**config.mk**
```make
export PLATFORM = sky130hd
export DESIGN_NAME = pics_dot2
export DESIGN_NICKNAME = d
export VERILOG_FILES = /design/src/sv/pics_pkg.sv /design/src/sv/pics_dot2.sv
export SDC_FILE = /design/constraint.sdc
export NUM_CORES = 2
export LEC_CHECK = 0
export ABC_CLOCK_PERIOD_IN_PS = 10100
export BUFFER_PORTS_ARGS = -buffer_cell sky130_fd_sc_hd__buf_2
export CAP_MARGIN = 30
export CORE_MARGIN = 2
export CORE_UTILIZATION = 25
export CTS_BUF_LIST = sky130_fd_sc_hd__clkbuf_4 sky130_fd_sc_hd__clkbuf_8
export CTS_CLUSTER_SIZE = 25
export DETAILED_ROUTE_END_ITERATION = 6
export PLACE_DENSITY_LB_ADDON = 0.2
export REMOVE_ABC_BUFFERS = 1
export SYNTH_ARGS = -nofsm -noshare
export SYNTH_HDL_FRONTEND = slang
export SYNTH_SLANG_ARGS = --single-unit
```
**constraint.sdc**
```tcl
create_clock -name clock -period 10.1 [get_ports clock]
set_input_delay 1.515 -clock clock [delete_from_list [all_inputs] [get_ports clock]]
set_output_delay 1.515 -clock clock [all_outputs]
set_load 0.05 [all_outputs]
```
**src/sv/pics_pkg.sv**
```systemverilog
// ----------------------------------------------------------------------------
// Point-in-sector package
// Shared constants and types for the point-in-circular-sector test block.
// ----------------------------------------------------------------------------
package pics_pkg;

   // Default coordinate width, in bits, of all signed fixed point coordinates.
   localparam int COORD_WIDTH_DEF = 24;

   // Number of bits in the configuration register index.
   localparam int CSR_INDEX_WIDTH = 3;

   // Configuration register map.
   typedef enum logic [CSR_INDEX_WIDTH-1:0] {
      CSR_CENTER_X       = 3'd0,
      CSR_CENTER_Y       = 3'd1,
      CSR_EDGE0_X        = 3'd2,
      CSR_EDGE0_Y        = 3'd3,
      CSR_EDGE1_X        = 3'd4,
      CSR_EDGE1_Y        = 3'd5,
      CSR_RADIUS_SQUARED = 3'd6,
      CSR_REFLEX_MODE    = 3'd7
   } csr_index_type;

   // Load enables for the two register stages of a dot product unit.
   typedef struct packed {
      logic prod_en;
      logic sum_en;
   } dot_ctl_type;

endpackage

```
**src/sv/pics_dot2.sv**
```systemverilog
// ----------------------------------------------------------------------------
// Two-term dot product
// Computes a0*b0 + a1*b1 exactly over two register stages.
// ----------------------------------------------------------------------------
module pics_dot2 #(
   parameter int OP_WIDTH = pics_pkg::COORD_WIDTH_DEF + 1
) (
   input  logic                       clock,
   input  pics_pkg::dot_ctl_type      ctl,
   input  logic signed [OP_WIDTH-1:0] a0,
   input  logic signed [OP_WIDTH-1:0] b0,
   input  logic signed [OP_WIDTH-1:0] a1,
   input  logic signed [OP_WIDTH-1:0] b1,
   output logic signed [2*OP_WIDTH:0] sum
);

   localparam int PROD_WIDTH = 2 * OP_WIDTH;

   logic signed [PROD_WIDTH-1:0] p0_ff, p0_in;
   logic signed [PROD_WIDTH-1:0] p1_ff, p1_in;
   logic signed [PROD_WIDTH:0]   sum_ff, sum_in;

   assign p0_in  = a0 * b0;
   assign p1_in  = a1 * b1;
   assign sum_in = {p0_ff[PROD_WIDTH-1], p0_ff} + {p1_ff[PROD_WIDTH-1], p1_ff};

   always_ff @(posedge clock) begin
      if (ctl.prod_en) begin
         p0_ff <= p0_in;
         p1_ff <= p1_in;
      end
      if (ctl.sum_en) begin
         sum_ff <= sum_in;
      end
   end

   assign sum = sum_ff;

endmodule

```
==> metrics.txt <==
most frequent CP cell fa_1; layout cells sized above 1 0.0494; Async SR Flop Fraction 0; drt drc 2; max-cap violation count 0; Yosys warnings 0; Post-Syn Area 0.0527 mm^2; Die H 463 um; area of the die 0.214 mm^2; commonest non-fill, non-tap cells in the layout fa_1 (1317), inv_1 (1307), nand2_1 (651), and2_1 (613), ha_1 (332); Vias/cell 4.30; WHS Endpoint sum[0]; Core Area 0.210 mm^2; Seq cells post-synth 151; row count 168; CP max FO 25; CP startpoint kind primary input; crit share post-route 0.908; count of cell types in the netlist 69; worst r2r path cells 11; DP HPWL 125 mm; H-tree depth 4; first-pass GRT wire length 233 mm; Cell Chain, Critical Path buf_2 -> nand2_1 -> inv_1 -> fa_1 -> fa_1 -> inv_1 -> fa_1 -> fa_1 -> inv_1 -> fa_1 -> fa_1 -> inv_1 -> fa_1 -> inv_1 -> ha_1 -> nand4_1 -> nor2_1 -> nand3_1 -> o311ai_1 -> a211oi_1 -> o41a_1 -> o21ai_1 -> a2111oi_0 -> nor4bb_1; via count 35.6k; status finished, violations left; vias in the first global route 40.3k; CTS Buffer Depth 3; wire length per cell 17.4 um; RSZ-0062 raised after global routing no; Critical Path AT 9.52 ns; Top FF cell, synth edfxtp_1; Min-Delay Path Class flip-flop to flip-flop; Critical-path top delay cell o311ai_1; GPL Wtd Cong 0.807; Reg2Reg Launch Point p0_ff[19]; Setup-failing EPs final 0; Peak Freq 0.109 GHz; crit path capture type flip-flop; hold buffer count at CTS 0; DP Cell Count 8237; Yosys top cell area share 0.501; TritonRoute pass-1 iters 7; CP peak stage delay 0.92 ns; commonest non-fill, non-tap cell in the layout fa_1; Post-synth EDFFs 151; DRT Wirelength 144 mm; Tmin final 9.17 ns; IO Pins 154; gr ovfl total 0; worst-margin pin slew 1.05 ns; Setup Skew 0.0329 ns; area post-placement 0.0566 mm^2; TritonCTS Buffers 25; crit path kind primary input to flip-flop; R2R Setup Slk 5.93 ns; final std cells w/o fill 8275; post-CTS sizing 0; cell depth of the worst hold path 1; initial antenna violation count 23; post-synthesis to final-layout area growth 8.41%; clock-pin transition on the worst setup and hold timing paths 0.10 ns; design area 0.0571 mm^2; Sink Count 151; Hold Crit Start p0_ff[0]; TNS Setup 0 ns; Seq/Total Area, Yosys 0.0861; Max Slew Vio Count 0; Hold Vio Cnt, Final 0; failing checks DRC; Mapped Avg Cell Area 9.68 um^2; largest net degree at the start of global routing 64; most area-consuming cells after synthesis fa_1 (50%), inv_1 (9.3%), edfxtp_1 (8.6%); CTS tree done; Starting Density 0.251; PortBufs 153; Die X 463 um; clk_lat worst skew 0.53 ns; Reg2Reg Capture Point sum[45]; Synth area leader fa_1; Rel. slew slack 0.289; CP Data Required Time 10.44 ns; Final nets 7211; setup bufs post-CTS 0; DR iter-0 viols 1654; antenna viol nets, final 0; Mapped Cells 5439; clk root buf clkbuf_8; gr usage total 0.140
cell families (layout without fill, tap and decap cells):
logic type	Yosys count	in the layout	share of synthesized area
buffers and inverters	1540	1566	0.110
AND/OR/NAND/NOR	1517	1517	0.144
AO/OA/AOI/OAI	421	421	0.0533
other	0	5	0
XOR/XNOR	159	159	0.0264
flip-flops	151	151	0.0861
adder cells (fa/ha/maj)	1649	1649	0.580
multiplexers	2	2	0.000404
routing by layer:
layer  global-route usage  routed length (um)  up-vias
li1                     -                   -    16066
met1                0.186               64100    18870
met2                0.247               73000      501
met3               0.0156                4540       97
met4               0.0219                2510       16
met5                    0                 110        -
worst max-delay path by stage:
stage,startpoint,endpoint,slack (ns)
after floorplan,a0[24],p0_ff[46],2.01
after global placement,a1[15],p1_ff[49],0.64
after detailed placement,a1[15],p1_ff[49],0.58
after CTS,a1[15],p1_ff[49],1.14
after global routing,b1[1],p1_ff[49],0.57
final,b1[1],p1_ff[49],0.93
state kept, by name, indices dropped and copies added, names as in the netlist:
register  count
sum          51
p0_ff        50
p1_ff        50
layout make-up:
cell class,instances,area [um^2]
repair buffers,225,1320
clock inverters,7,105
well taps,2805,3510
multi-input cells,3748,42300
diodes,5,12.5
clock buffers,26,352
inverters,1308,4910
flip-flops and latches,151,4530
fillers,22545,152000
critical path: cells and delay by family:
kind,cells,cell delay (ns)
fa+ha+maj,8,3.97
compound gates,5,2.21
simple gates,5,1.02
buf+inv,6,0.76
stage by stage:
step | worst slack, ns | hold WS (ns) | utilization
after global placement | 0.639 | 0.548 | 0.270
after global routing | 0.570 | 0.594 | 0.272
after detailed placement | 0.584 | 0.557 | 0.270
after CTS | 1.14 | 0.576 | 0.272
final | 0.926 | 0.565 | 0.272
after floorplan | 2.01 | 0.513 | -
cell usage after synthesis (3+ instances only):
cell type / count
a2111oi_0: 9
a211o_1: 3
a211oi_1: 18
a21o_1: 91
a21oi_1: 118
a221oi_1: 4
a31oi_1: 15
and2_1: 613
and3_1: 15
buf_1: 5
buf_2: 4
clkbuf_1: 223
edfxtp_1: 151
fa_1: 1317
ha_1: 332
inv_1: 1307
nand2_1: 651
nand2b_1: 28
nand3_1: 30
nand4_1: 18
nor2_1: 91
nor2b_1: 27
nor3_1: 19
nor4_1: 3
o2111ai_1: 4
o211ai_1: 12
o21a_1: 20
o21ai_0: 52
o21ai_1: 9
o21bai_1: 26
o311ai_1: 5
o31ai_1: 8
or2_2: 4
or3_1: 7
xnor2_1: 117
xor2_1: 42
Power is left out: the tool's default activity adds up to more than one toggle a clock period on the data nets, which glitch-free logic cannot reach.
